**src/sv/vml_pkg.sv**
```systemverilog
`timescale 1ns / 1ps
// shared constants, codes and record types for the voice mixer
// no dependencies
package vml_pkg;

	localparam int SAMPLE_DEPTH = 1048576;
	localparam int SAMPLE_AW    = $clog2(SAMPLE_DEPTH);
	localparam int VOICE_COUNT  = 16;
	localparam int VOICE_AW     = $clog2(VOICE_COUNT);
	localparam int SOUND_COUNT  = 128;
	localparam int SOUND_AW     = $clog2(SOUND_COUNT);

	localparam int ADDR_W = 20;
	localparam int LEN_W  = 21;
	localparam int TIME_W = 48;
	localparam int SMP_W  = 16;
	localparam int CNT_W  = 5;
	localparam int ACC_W  = SMP_W + $clog2(VOICE_COUNT + 1);

	// divider sizes for the source-count scaling
	localparam int DIV_NW = ACC_W + 10;
	localparam int DIV_DW = $clog2(1024 + VOICE_COUNT * 480 + 1);

	localparam logic [LEN_W-1:0]  MAX_FRAMES = LEN_W'(1048576);
	localparam logic [TIME_W-1:0] RETRIG_US  = TIME_W'(14000);
	localparam int                FADE_LEN   = 48;
	localparam int                KNEE       = 28000;
	localparam int                PEAK       = 32767;

	// reciprocals: x/3 = (x*RECIP3)>>20 for x < 2^19, x/5 = (x*RECIP5)>>22 for x < 2^22
	localparam logic [18:0] RECIP3 = 19'd349526;
	localparam int          RECIP3_SH = 20;
	localparam logic [19:0] RECIP5 = 20'd838861;
	localparam int          RECIP5_SH = 22;

	localparam logic [2:0] CMD_WRITE       = 3'd0;
	localparam logic [2:0] CMD_DEFINE      = 3'd1;
	localparam logic [2:0] CMD_PLAY        = 3'd2;
	localparam logic [2:0] CMD_MUSIC_START = 3'd3;
	localparam logic [2:0] CMD_MUSIC_STOP  = 3'd4;
	localparam logic [2:0] CMD_TICK        = 3'd5;

	localparam logic CFG_MUSIC_ADDR   = 1'b0;
	localparam logic CFG_MUSIC_FRAMES = 1'b1;

	typedef struct packed {
		logic [ADDR_W-1:0] start;
		logic [LEN_W-1:0]  length;
		logic [TIME_W-1:0] last_play;
		logic              played;
	} entry_t;

	typedef struct packed {
		logic [ADDR_W-1:0] base;
		logic [LEN_W-1:0]  length;
		logic [LEN_W-1:0]  position;
	} voice_t;

	function automatic logic [LEN_W-1:0] sat_len(input logic [LEN_W-1:0] v);
		return (v > MAX_FRAMES) ? MAX_FRAMES : v;
	endfunction

endpackage

```
**src/sv/vml_div.sv**
```systemverilog
`timescale 1ns / 1ps
// restoring unsigned divider, one quotient bit per cycle
// depends on vml_pkg
module vml_div import vml_pkg::*; (
	input  logic              clk,
	input  logic              arst_n,
	input  logic              start,
	input  logic [DIV_NW-1:0] dividend,
	input  logic [DIV_DW-1:0] divisor,
	output logic              done,
	output logic [DIV_NW-1:0] quotient
);

	localparam int CW = $clog2(DIV_NW + 1);

	logic [DIV_NW-1:0] quo_q;
	logic [DIV_DW-1:0] rem_q;
	logic [DIV_DW-1:0] dsr_q;
	logic [CW-1:0]     cnt_q;
	logic              busy_q;
	logic              done_q;
	logic [DIV_DW:0]   trial;
	logic [DIV_DW:0]   diff;
	logic              qbit;

	always_comb begin
		trial = {rem_q, quo_q[DIV_NW-1]};
		diff  = trial - {1'b0, dsr_q};
		qbit  = (trial >= {1'b0, dsr_q});
	end

	always_ff @(posedge clk or negedge arst_n) begin
		if (!arst_n) begin
			busy_q <= 1'b0;
			done_q <= 1'b0;
			cnt_q  <= '0;
		end else begin
			done_q <= 1'b0;
			if (start) begin
				busy_q <= 1'b1;
				cnt_q  <= '0;
			end else if (busy_q) begin
				cnt_q <= cnt_q + 1'b1;
				if (cnt_q == CW'(DIV_NW - 1)) begin
					busy_q <= 1'b0;
					done_q <= 1'b1;
				end
			end
		end
	end

	always_ff @(posedge clk) begin
		if (start) begin
			quo_q <= dividend;
			rem_q <= '0;
			dsr_q <= divisor;
		end else if (busy_q) begin
			quo_q <= {quo_q[DIV_NW-2:0], qbit};
			rem_q <= qbit ? diff[DIV_DW-1:0] : trial[DIV_DW-1:0];
		end
	end

	assign done     = done_q;
	assign quotient = quo_q;

endmodule

```
**config.mk**
```make
export PLATFORM = sky130hd
export DESIGN_NAME = vml_div
export DESIGN_NICKNAME = d
export VERILOG_FILES = /design/src/sv/vml_pkg.sv /design/src/sv/vml_div.sv
export SDC_FILE = /design/constraint.sdc
export NUM_CORES = 1
export LEC_CHECK = 0
export ABC_AREA = 1
export BUFFER_PORTS_ARGS = -buffer_cell sky130_fd_sc_hd__buf_2
export CAP_MARGIN = 0
export CORE_MARGIN = 8
export CORE_UTILIZATION = 55
export DETAILED_ROUTE_END_ITERATION = 8
export GPL_TIMING_DRIVEN = 0
export PLACE_DENSITY = 0.86
export SLEW_MARGIN = 20
export SYNTH_ARGS = -nofsm -noshare
export SYNTH_HDL_FRONTEND = slang
export SYNTH_SLANG_ARGS = --single-unit
```
**constraint.sdc**
```tcl
create_clock -name clk -period 2.6 [get_ports clk]
set_clock_uncertainty 0.2 [all_clocks]
set_input_delay 0.13 -clock clk [delete_from_list [all_inputs] [get_ports clk]]
set_output_delay 0.13 -clock clk [all_outputs]
set_load 0.01 [all_outputs]
```
# Yosys cells after proc, flatten, opt, wreduce, memory -nomap -nowiden
# Index checks and enable logic that the tools add are counted.
# Widths: inputs -> output; s select.
[classes]
add_sub_neg = 2
n_lt_le_gt_ge = 1
eq_ne = 1
n_mux = 11
n_reduce_logical = 1
[ops]
columns = ["operator", "count"]
rows = [
  ["$mux 31", 2],
  ["$ge 15x14->1", 1],
  ["$mux 14", 1],
  ["$sub 14x14->14", 1],
  ["$mux 5", 2],
  ["$mux 1", 6],
  ["$add 5x1->5 const B", 1],
  ["$eq 5x5->1 const B", 1],
  ["$reduce_bool 2->1", 1],
]
[word_totals]
register_bits = 66
in_bits = 48
elab_cells = 22

# Longest topological paths before layout
# Gate-level depths: netlist of run 1.
[depth]
ltp_word = 4
ltp_mapped = 15
mapped_depth_nobuf = 14

# Worst setup path before layout of run 1
# OpenSTA, ideal clock, no wires.
[synth_timing]
path_kind = "reg-to-reg"
start = "register quo_q[30] (netlist: quotient[30])"
end = "register rem_q[6]"
setup_time_ns = 0.157
arrival_ns = 1.700
t_required_ns = 2.243
path_slack_ns = 0.543
stages_incl_launch_ff = 14
period_less_slack_ns = 2.057
cell_sequence = "edfxtp_1 inv_1 ha_1 fa_1 inv_1 nand3_1 nand3_1 nand2_1 nand2_1 nand2_1 nand2_1 nand2_1 nand3_1 o21ai_0"
[synth_via]
elab_chain_len = 2
word_cells_on_any_way = 3
cone_classes = "add/sub (1); order compare (1); mux (1)"
[synth_rtl]
columns = ["element", "line", "text"]
rows = [
  ["start, declared", "vml_div.sv:16", "logic [DIV_NW-1:0] quo_q;"],
  ["start signal, assigned", "vml_div.sv:54", "quo_q <= dividend;"],
  ["start signal, assigned", "vml_div.sv:58", "quo_q <= {quo_q[DIV_NW-2:0], qbit};"],
  ["$sub 14x14->14 / $ge 15x14->1 (equally long branches)", "vml_div.sv:28, vml_div.sv:29", ""],
  ["$mux 14 (*)", "vml_div.sv:59", "rem_q <= qbit ? diff[DIV_DW-1:0] : trial[DIV_DW-1:0];"],
  ["end signal, assigned", "vml_div.sv:59", ""],
  ["end, declared", "vml_div.sv:17", "logic [DIV_DW-1:0] rem_q;"],
]
# Every way passes the cells marked *; elsewhere a longest branch is shown, timed or not.
# A chain may end at the register's enable or synchronous reset.

# Worst setup path after layout of run 1
# Same ends and word-level chain as after synthesis.

==> run metrics, run 1 <==
run status complete, no violations; die area 9490 sq um; # fillers 427; Fin. Hold Viols 0; area delta synth->final 32.3%; Antenna Nets Post-Route 0; Num CTS Buffers 9; Root Buffer clkbuf_8; # H-tree levels 3; Leak 2.47 nW; Worst Path Max Fanout 4; Min-Delay Path Class in2reg; gr usage total 0.225; largest area contributor in the netlist edfxtp_1; critical-path cell list inv_1 -> ha_1 -> fa_1 -> inv_1 -> nand3_1 -> nand3_1 -> nand2_1 -> nand2_1 -> nand2_1 -> nand2_1 -> nand2_1 -> nand3_1 -> o21ai_0; layout cell share with drive strength beyond 1 0.200; Worst-path clk slew 90 ps; IO Pins 80; clk sinks 66; Slew Limit Fails 0; Post-Route Utilization 0.755; Worst Hold Launch start; setup repair bufs after CTS 0; initial antenna violation count 0; placer congestion estimate 0.929; Port Buffers 79; DR pass1 iterations 5; Place WS 357 ps; unrepaired setup endpoints after global routing no; Syn Std Cell Area 3650 sq um; area share of the largest cell type after synthesis 0.371; CP max stage delay 410 ps; fin cells 668; via count 3,553; WP buf/inv 2; required time worst endpoint 2610 ps; first-pass GRT wire length 17,200 um; hold depth 1; cts repair resizes 0; Clock Path Buffers 2; largest net degree at the start of global routing 35; Avg WL per Cell 15.9 um; Hold-fix buffers, CTS 47; core area 6390 sq um; FMAX 432 MHz; worst r2r src quotient[30]$_DFFE_PP_; Worst Setup End Kind flop; fin crit share 0.889; synth top area cells edfxtp_1 37%, nand2_1 19%, dfxtp_1 7.7%; cell count of the worst reg-to-reg path 13; syn avg cell area 8.12 sq um; Slew HR 0.517; Post-Place Cells 605; final worst slack 288 ps; Synthesized Nets 514; Antenna diodes 0; number of global-route vias before repair 3,599; Die Ht 97.4 um; Critical Path Most Common Cell nand2_1; Seq/Total Area, Yosys 0.496; YS warnings 0; Starting Density 0.571; post-route setup TNS 0 ps; # DRC 0; Detailed Route WL 10,600 um; row count 29; TritonCTS clock tree yes; clk_lat worst skew 370 ps; worst hold margin 2.47 ps; Least-Margin Pin Slew 723 ps; Layout Nets 651; Tmin final 2310 ps; Gate Count Post-Synth 449; most common cell after layout, fill and taps aside nand2_1; Hold Crit Endpoint dsr_q[3]$_DFFE_PP_; post-synth cell types 31; DP HPWL 6530 um; commonest cells after routing, fill and taps aside 189 x nand2_1, 79 x buf_2, 48 x inv_1; final setup vio count 0; 1st-iter DRT viols 213; Largest delay share family, worst path simple AND/OR/NAND/NOR gates; CP arrival 2320 ps; flop2flop setup slack 290 ps; die width 97.4 um; Vias per Instance 5.32; Crit Path Class reg2reg; RR Endpoint rem_q[6]$_SDFFE_PP0P_; CP max stage cell fa_1; gr ovfl total 0; flops & latches, synth 66; CP startpoint kind flop; Pwr Density 866 nW/um^2; maxcap violations 0; worst vdd ir 0.000539 V
-- how the worst max path moves through the flow --
stage / to / cells past startpoint / slack [ps] / startpoint
floorplan: rem_q[6]$_SDFFE_PP0P_ / 13 / 540 / quotient[30]$_DFFE_PP_
global placement: quotient[3]$_DFFE_PP_ / 4 / 50 / start
detailed placement: rem_q[6]$_SDFFE_PP0P_ / 13 / 360 / quotient[30]$_DFFE_PP_
CTS: rem_q[6]$_SDFFE_PP0P_ / 13 / 350 / quotient[30]$_DFFE_PP_
global route: rem_q[6]$_SDFFE_PP0P_ / 13 / 150 / quotient[30]$_DFFE_PP_
finish: rem_q[6]$_SDFFE_PP0P_ / 13 / 290 / quotient[30]$_DFFE_PP_
-- report_power, final --
group	total (W)	switching [W]	leakage [nW]	internal [W]
logic	0.00177	0.00108	1.68	0.000683
clock network	0.000977	0.000439	0.111	0.000538
registers	0.00143	0.000127	0.684	0.00131
-- stage by stage --
stage                     instance area [sq um]  power [W]
after detailed placement                   4140    0.00310
after CTS                                  4820    0.00412
after floorplan                            3650    0.00270
after global routing                       4820    0.00445
after global placement                     4140    0.00305
final                                      4820    0.00418
-- sequential cells by signal (all words and copies together), names as in the netlist --
| name | cells |
|---|---|
| dsr_q | 14 |
| rem_q | 14 |
| quotient | 31 |
| busy_q | 1 |
| done | 1 |
| cnt_q | 5 |
-- area by class of cell --
| cell class | instances | area (sq um) | area share |
|---|---|---|---|
| Buffer | 10 | 56.3 | 0.0117 |
| Clock buffer | 9 | 124 | 0.0257 |
| Tap cell | 77 | 96.3 | 0.0200 |
| Timing Repair Buffer | 126 | 866 | 0.180 |
| Sequential cell | 66 | 1810 | 0.375 |
| Clock inverter | 7 | 91.3 | 0.0189 |
| Inverter | 52 | 195 | 0.0405 |
| Multi-Input combinational cell | 321 | 1590 | 0.329 |
-- cell usage after synthesis (all sizes together) --
cell type  count
dfxtp         14
xor2           3
nor3           2
ha            16
o21bai         2
nand2        195
clkbuf         8
clkinv         2
nand3b         1
o21ai          8
and2           2
buf            2
fa             1
xnor2          2
dfrtp          7
edfxtp        45
o21a           2
nor2          37
inv           50
nand4         11
nand3         28
a21oi         11
-- metal layers --
layer / vias up / global-route usage / routed length [um]
met2: 176 / 0.376 / 5200
met4: 0 / 0.126 / 443
met1: 1623 / 0.242 / 4160
met5: - / 0 / 0
met3: 45 / 0.0782 / 815
li1: 1709 / - / -
-- kinds of logic after synthesis --
group / after synthesis / share of synthesized area
compound gates: 23 / 0.0374
xor+xnor: 5 / 0.0120
fa+ha+maj: 17 / 0.0604
buf+inv: 62 / 0.0690
flops: 66 / 0.496
simple gates: 276 / 0.326
Power figures use the tool's default switching activity.
==> run 2: changes to the inputs <==
clock period = 2.4 ns   (was 2.6 ns; I/O delays follow)
==> run 2 against run 1 <==
The flow now finishes with violations (hold timing). Cell count up 0.45%. Setup slack worse by 160 ps. Sequential share of layout area down 0.20 points. Die area unchanged. Flip-flop and latch count unchanged. Via count up 0.90%. Register-to-register slack worse by 160 ps. Critical path type unchanged. Highest routed layer unchanged.
==> run metrics, run 2 (synthesis gave the netlist of run 1 again) <==
CP max stage delay 410 ps (about the same); CP startpoint kind flop; Worst Hold Launch start; Min-Delay Path Class in2reg; Worst Setup End Kind flop; Slew HR 0.516 (-0.00100); # DRC 0 (unchanged); Post-Route Utilization 0.759 (+0.00411); Pwr Density 945 nW/um^2 (+9.2%); gr usage total 0.225 (unchanged); Num CTS Buffers 9 (unchanged); Critical Path Most Common Cell nand2_1; worst vdd ir 0.000587 V (+8.8%); Crit Path Class reg2reg; Detailed Route WL 10,700 um (+1.2%); Avg WL per Cell 16.0 um (+0.77%); gr ovfl total 0 (unchanged); Leak 2.49 nW (+0.62%); required time worst endpoint 2410 ps (-200 ps); Antenna Nets Post-Route 0 (unchanged); first-pass GRT wire length 17,200 um (unchanged); Port Buffers 79 (unchanged); CP startpoint quotient[30]$_DFFE_PP_; Root Buffer clkbuf_8; worst hold margin -9.40 ps (-11.9 ps); fin cells 671 (+0.45%); area of the multi-input gates 1600 sq um (+0.55%); wire length on met3 857 um (+5.2%); CP max stage cell fa_1; worst r2r src quotient[30]$_DFFE_PP_; DP HPWL 6530 um (unchanged); Post-Place Cells 605 (unchanged); Worst-path clk slew 90 ps (about the same); commonest cells after routing, fill and taps aside 189 x nand2_1, 79 x buf_2, 48 x inv_1; FMAX 439 MHz (+1.6%); Place WS 157 ps (-200 ps); Tmin final 2280 ps (-36.3 ps); # H-tree levels 3 (unchanged); final worst slack 124 ps (-164 ps); die width 97.4 um (unchanged); Vias per Instance 5.34 (+0.45%); register area 1810 sq um (unchanged); most common cell after layout, fill and taps aside nand2_1; Layout Nets 653 (+0.31%); max layer used met4; Slew Limit Fails 0 (unchanged); Largest delay share family, worst path adder cells; Least-Margin Pin Slew 725 ps (+1.50 ps); 1st-iter DRT viols 275 (+29%); clk_lat worst skew 370 ps (about the same); Starting Density 0.571 (unchanged); initial antenna violation count 0 (unchanged); maxcap violations 0 (unchanged); Total Power 0.00458 W (+9.8%); Fin. Hold Viols 1 (+1); fin crit share 0.948 (+0.0590); placer congestion estimate 0.929 (unchanged); final setup vio count 0 (unchanged); DRT met1 WL 4210 um (+1.2%); clk sinks 66 (unchanged); Worst Path Max Fanout 4 (unchanged); max reg flops 31 (unchanged); layout cell share with drive strength beyond 1 0.206 (+0.00607); area delta synth->final 33.0%; Die Ht 97.4 um (unchanged); row count 29 (unchanged); DR WL met2 5260 um (+1.1%); DR pass1 iterations 5 (unchanged); Clock Path Buffers 2 (unchanged); critical-path cell list inv_1 -> ha_1 -> fa_1 -> inv_1 -> nand3_1 -> nand3_2 -> nand2_1 -> nand2_1 -> nand2_1 -> nand2_1 -> nand2_1 -> nand3_1 -> o21ai_0; CP arrival 2290 ps (-30 ps); WP buf/inv 2 (unchanged); run status finished with violations; unrepaired setup endpoints after global routing yes; # fillers 422 (-1.2%); IO Pins 80 (unchanged); die area 9490 sq um (unchanged); largest net degree at the start of global routing 35 (unchanged); failing checks hold timing; core area 6390 sq um (unchanged); TritonCTS clock tree yes; via count 3,585 (+0.90%); number of global-route vias before repair 3,599 (unchanged)
run 2: power by group:
part | internal [W] | total, W | switching (W)
Combinational | 0.000775 | 0.00197 | 0.00119
Clock | 0.000583 | 0.00106 | 0.000480
Sequential | 0.00141 | 0.00155 | 0.000137
Total | 0.00277 | 0.00458 | 0.00181
run 2: timing repair:
action | 4_1_cts | 5_1_grt
setup buffers | 0 | 2
resized for setup | 0 | 2
hold endpoints to repair | 52 | 0
endpoints found under the setup margin | 0 | 7
hold buffers | 47 | 0
run 2: final cells by class:
cell class                      count  share of cell area
Antenna cell                        1            0.000516
Buffer                             10              0.0116
Clock buffer                        9              0.0255
Clock inverter                      7              0.0188
Inverter                           52              0.0402
Multi-Input combinational cell    321               0.329
Sequential cell                    66               0.373
Tap cell                           77              0.0199
Timing Repair Buffer              128               0.182
run 2: per-stage QoR:
step | TNS [ps] | instance area (sq um)
after global placement | -4400 | 4140
after CTS | 0 | 4820
after detailed placement | 0 | 4140
final | 0 | 4850
after floorplan | 0 | 3650
after global routing | -41.4 | 4850
run 2: worst paths after layout:
check,cells after the start,slack (ps),endpoint
worst max-delay path,13,120,rem_q[6]$_SDFFE_PP0P_
worst min-delay path,1,-9,dsr_q[3]$_DFFE_PP_
worst max register to register,13,120,rem_q[6]$_SDFFE_PP0P_
worst min register to register,2,280,rem_q[7]$_SDFFE_PP0P_
max in group asynchronous,3,1260,cnt_q[1]$_DFFE_PN0P_
min in group asynchronous,3,500,cnt_q[3]$_DFFE_PN0P_
run 2: routing by layer:
metal | vias to the layer above | global-route usage
met5 | - | 0
li1 | 1713 | -
met4 | 0 | 0.126
met1 | 1637 | 0.242
met2 | 191 | 0.376
met3 | 44 | 0.0782
==> run 3: changes to the inputs <==
CORE_MARGIN = not set   (was 8)
==> run 3 against run 2 <==
The flow now finishes without violations. Setup slack worse by 11 ps. Count of clock-buffer cells in the layout stayed put. Sequential power hardly changed. Non-clock buffer count stayed put. Via count is 1.2% lower. Utilization is 0.29 points lower. Sequential share of layout area is 0.14 points higher. Cell count is 0.15% lower. Critical path depth is 2 lower. Wire length is 9.6% lower. Combinational power hardly changed. Critical endpoint unchanged.
==> run metrics, run 3 (synthesis gave the netlist of run 1 again) <==
Num CTS Buffers 9 (unchanged); Min-Delay Path Class in2reg; Slew Limit Fails 0 (unchanged); Worst Setup End Kind flop; layout cell share with drive strength beyond 1 0.207 (+0.00169); Detailed Route WL 9720 um (-9.6%); final setup vio count 0 (unchanged); die width 83.4 um (-14%); Root Buffer clkbuf_8; die area 6960 sq um (-27%); CP arrival 2300 ps (about the same); largest net degree at the start of global routing 35 (unchanged); Clock Path Buffers 2 (unchanged); clk_lat worst skew 360 ps (about the same); Antenna Nets Post-Route 0 (unchanged); core area 6390 sq um (unchanged); max reg flops 31 (unchanged); FMAX 437 MHz (-0.46%); run status complete, no violations; Layout Nets 653 (unchanged); CP startpoint kind flop; 1st-iter DRT viols 366 (+33%); Starting Density 0.571 (unchanged); # DRC 0 (unchanged); DP HPWL 5790 um (-11%); most common cell after layout, fill and taps aside nand2_1; Die Ht 83.4 um (-14%); CP max stage cell edfxtp_1; via count 3,541 (-1.2%); Fin. Hold Viols 0 (-1); clk sinks 66 (unchanged); maxcap violations 0 (unchanged); Vias per Instance 5.29 (-1.1%); Leak 2.48 nW (-0.28%); Pwr Density 928 nW/um^2 (-1.8%); required time worst endpoint 2410 ps (about the same); fin crit share 0.953 (+0.00443); Tmin final 2290 ps (+10.6 ps); CP max stage delay 390 ps (-20 ps); Place WS 145 ps (-11.6 ps); Port Buffers 79 (unchanged); critical-path cell list inv_1 -> ha_1 -> nand2_1 -> nor2_2 -> and2_4 -> nand3_4 -> nand3_4 -> buf_8 -> nand2_1 -> nand3_1 -> o21ai_0; gr ovfl total 0 (unchanged); row count 29 (unchanged); initial antenna violation count 0 (unchanged); unrepaired setup endpoints after global routing no; IO Pins 80 (unchanged); DR pass1 iterations 5 (unchanged); commonest cells after routing, fill and taps aside 189 x nand2_1, 79 x buf_2, 48 x inv_1; area delta synth->final 32.5%; WP buf/inv 2 (unchanged); Antenna diodes 0 (-1); TritonCTS clock tree yes; first-pass GRT wire length 16,100 um (-6.7%); Crit Path Class reg2reg; Slew HR 0.540 (+0.0238); placer congestion estimate 0.890 (-4.2%); Avg WL per Cell 14.5 um (-9.4%); Least-Margin Pin Slew 689 ps (-35.7 ps); Post-Route Utilization 0.756 (-0.00294); final worst slack 113 ps (-10.6 ps); worst vdd ir 0.000566 V (-3.5%); number of global-route vias before repair 3,568 (-0.86%); Worst Path Max Fanout 10 (+6); Worst-path clk slew 90 ps (about the same); # H-tree levels 3 (unchanged); gr usage total 0.297 (+0.0723); Largest delay share family, worst path simple AND/OR/NAND/NOR gates
[run 3: path summary, 6_finish.rpt]
check	cells after the start	endpoint	from	slack (ps)
max	11	rem_q[6]$_SDFFE_PP0P_	dsr_q[4]$_DFFE_PP_	110
min reg2reg	1	cnt_q[4]$_DFFE_PN0P_	cnt_q[4]$_DFFE_PN0P_	270
max in group asynchronous	3	cnt_q[0]$_DFFE_PN0P_	arst_n	1260
min in group asynchronous	3	cnt_q[3]$_DFFE_PN0P_	arst_n	510
min	1	dsr_q[3]$_DFFE_PP_	start	30
max reg2reg	11	rem_q[6]$_SDFFE_PP0P_	dsr_q[4]$_DFFE_PP_	110
[run 3: stage by stage]
step	hold slack [ps]	total power, W	cells	instance area, sq um	TNS (ps)
3_5_place_dp	-242	0.00334	605	4140	0
4_1_cts	21.7	0.00436	668	4810	0
5_1_grt	23.1	0.00479	670	4830	0
6_report	28.7	0.00448	670	4830	0
2_1_floorplan	-376	0.00292	449	3650	0
3_3_place_gp	-243	0.00329	605	4140	-3540
[run 3: layout make-up]
class,instances,area (sq um)
repair buffers,128,881
well taps,77,96.3
plain buffers,10,56.3
multi-input cells,321,1600
clock inverters,7,75.1
clock buffers,9,124
inverters,52,195
flip-flops and latches,66,1810
fillers,420,1560
[run 3: what timing repair did]
| action | 4_1_cts | 5_1_grt |
|---|---|---|
| buffers inserted | 0 | 2 |
| hold buffers | 47 | 0 |
| hold endpoints to repair | 52 | 0 |
| endpoints found under the setup margin | 0 | 4 |
| resized for setup | 0 | 2 |
[run 3: per-layer routing]
metal,share of wire,GRT usage
met5,0,0
met4,0.048,0.163
met2,0.49,0.501
met1,0.39,0.350
met3,0.072,0.0696
[run 3: power breakdown]
part / total (W) / switching (W) / internal [W] / leakage, nW
sequential: 0.00155 / 0.000135 / 0.00141 / 0.684
combinational: 0.00197 / 0.00119 / 0.000776 / 1.69
clock: 0.000968 / 0.000481 / 0.000487 / 0.104
total: 0.00448 / 0.00181 / 0.00268 / 2.48
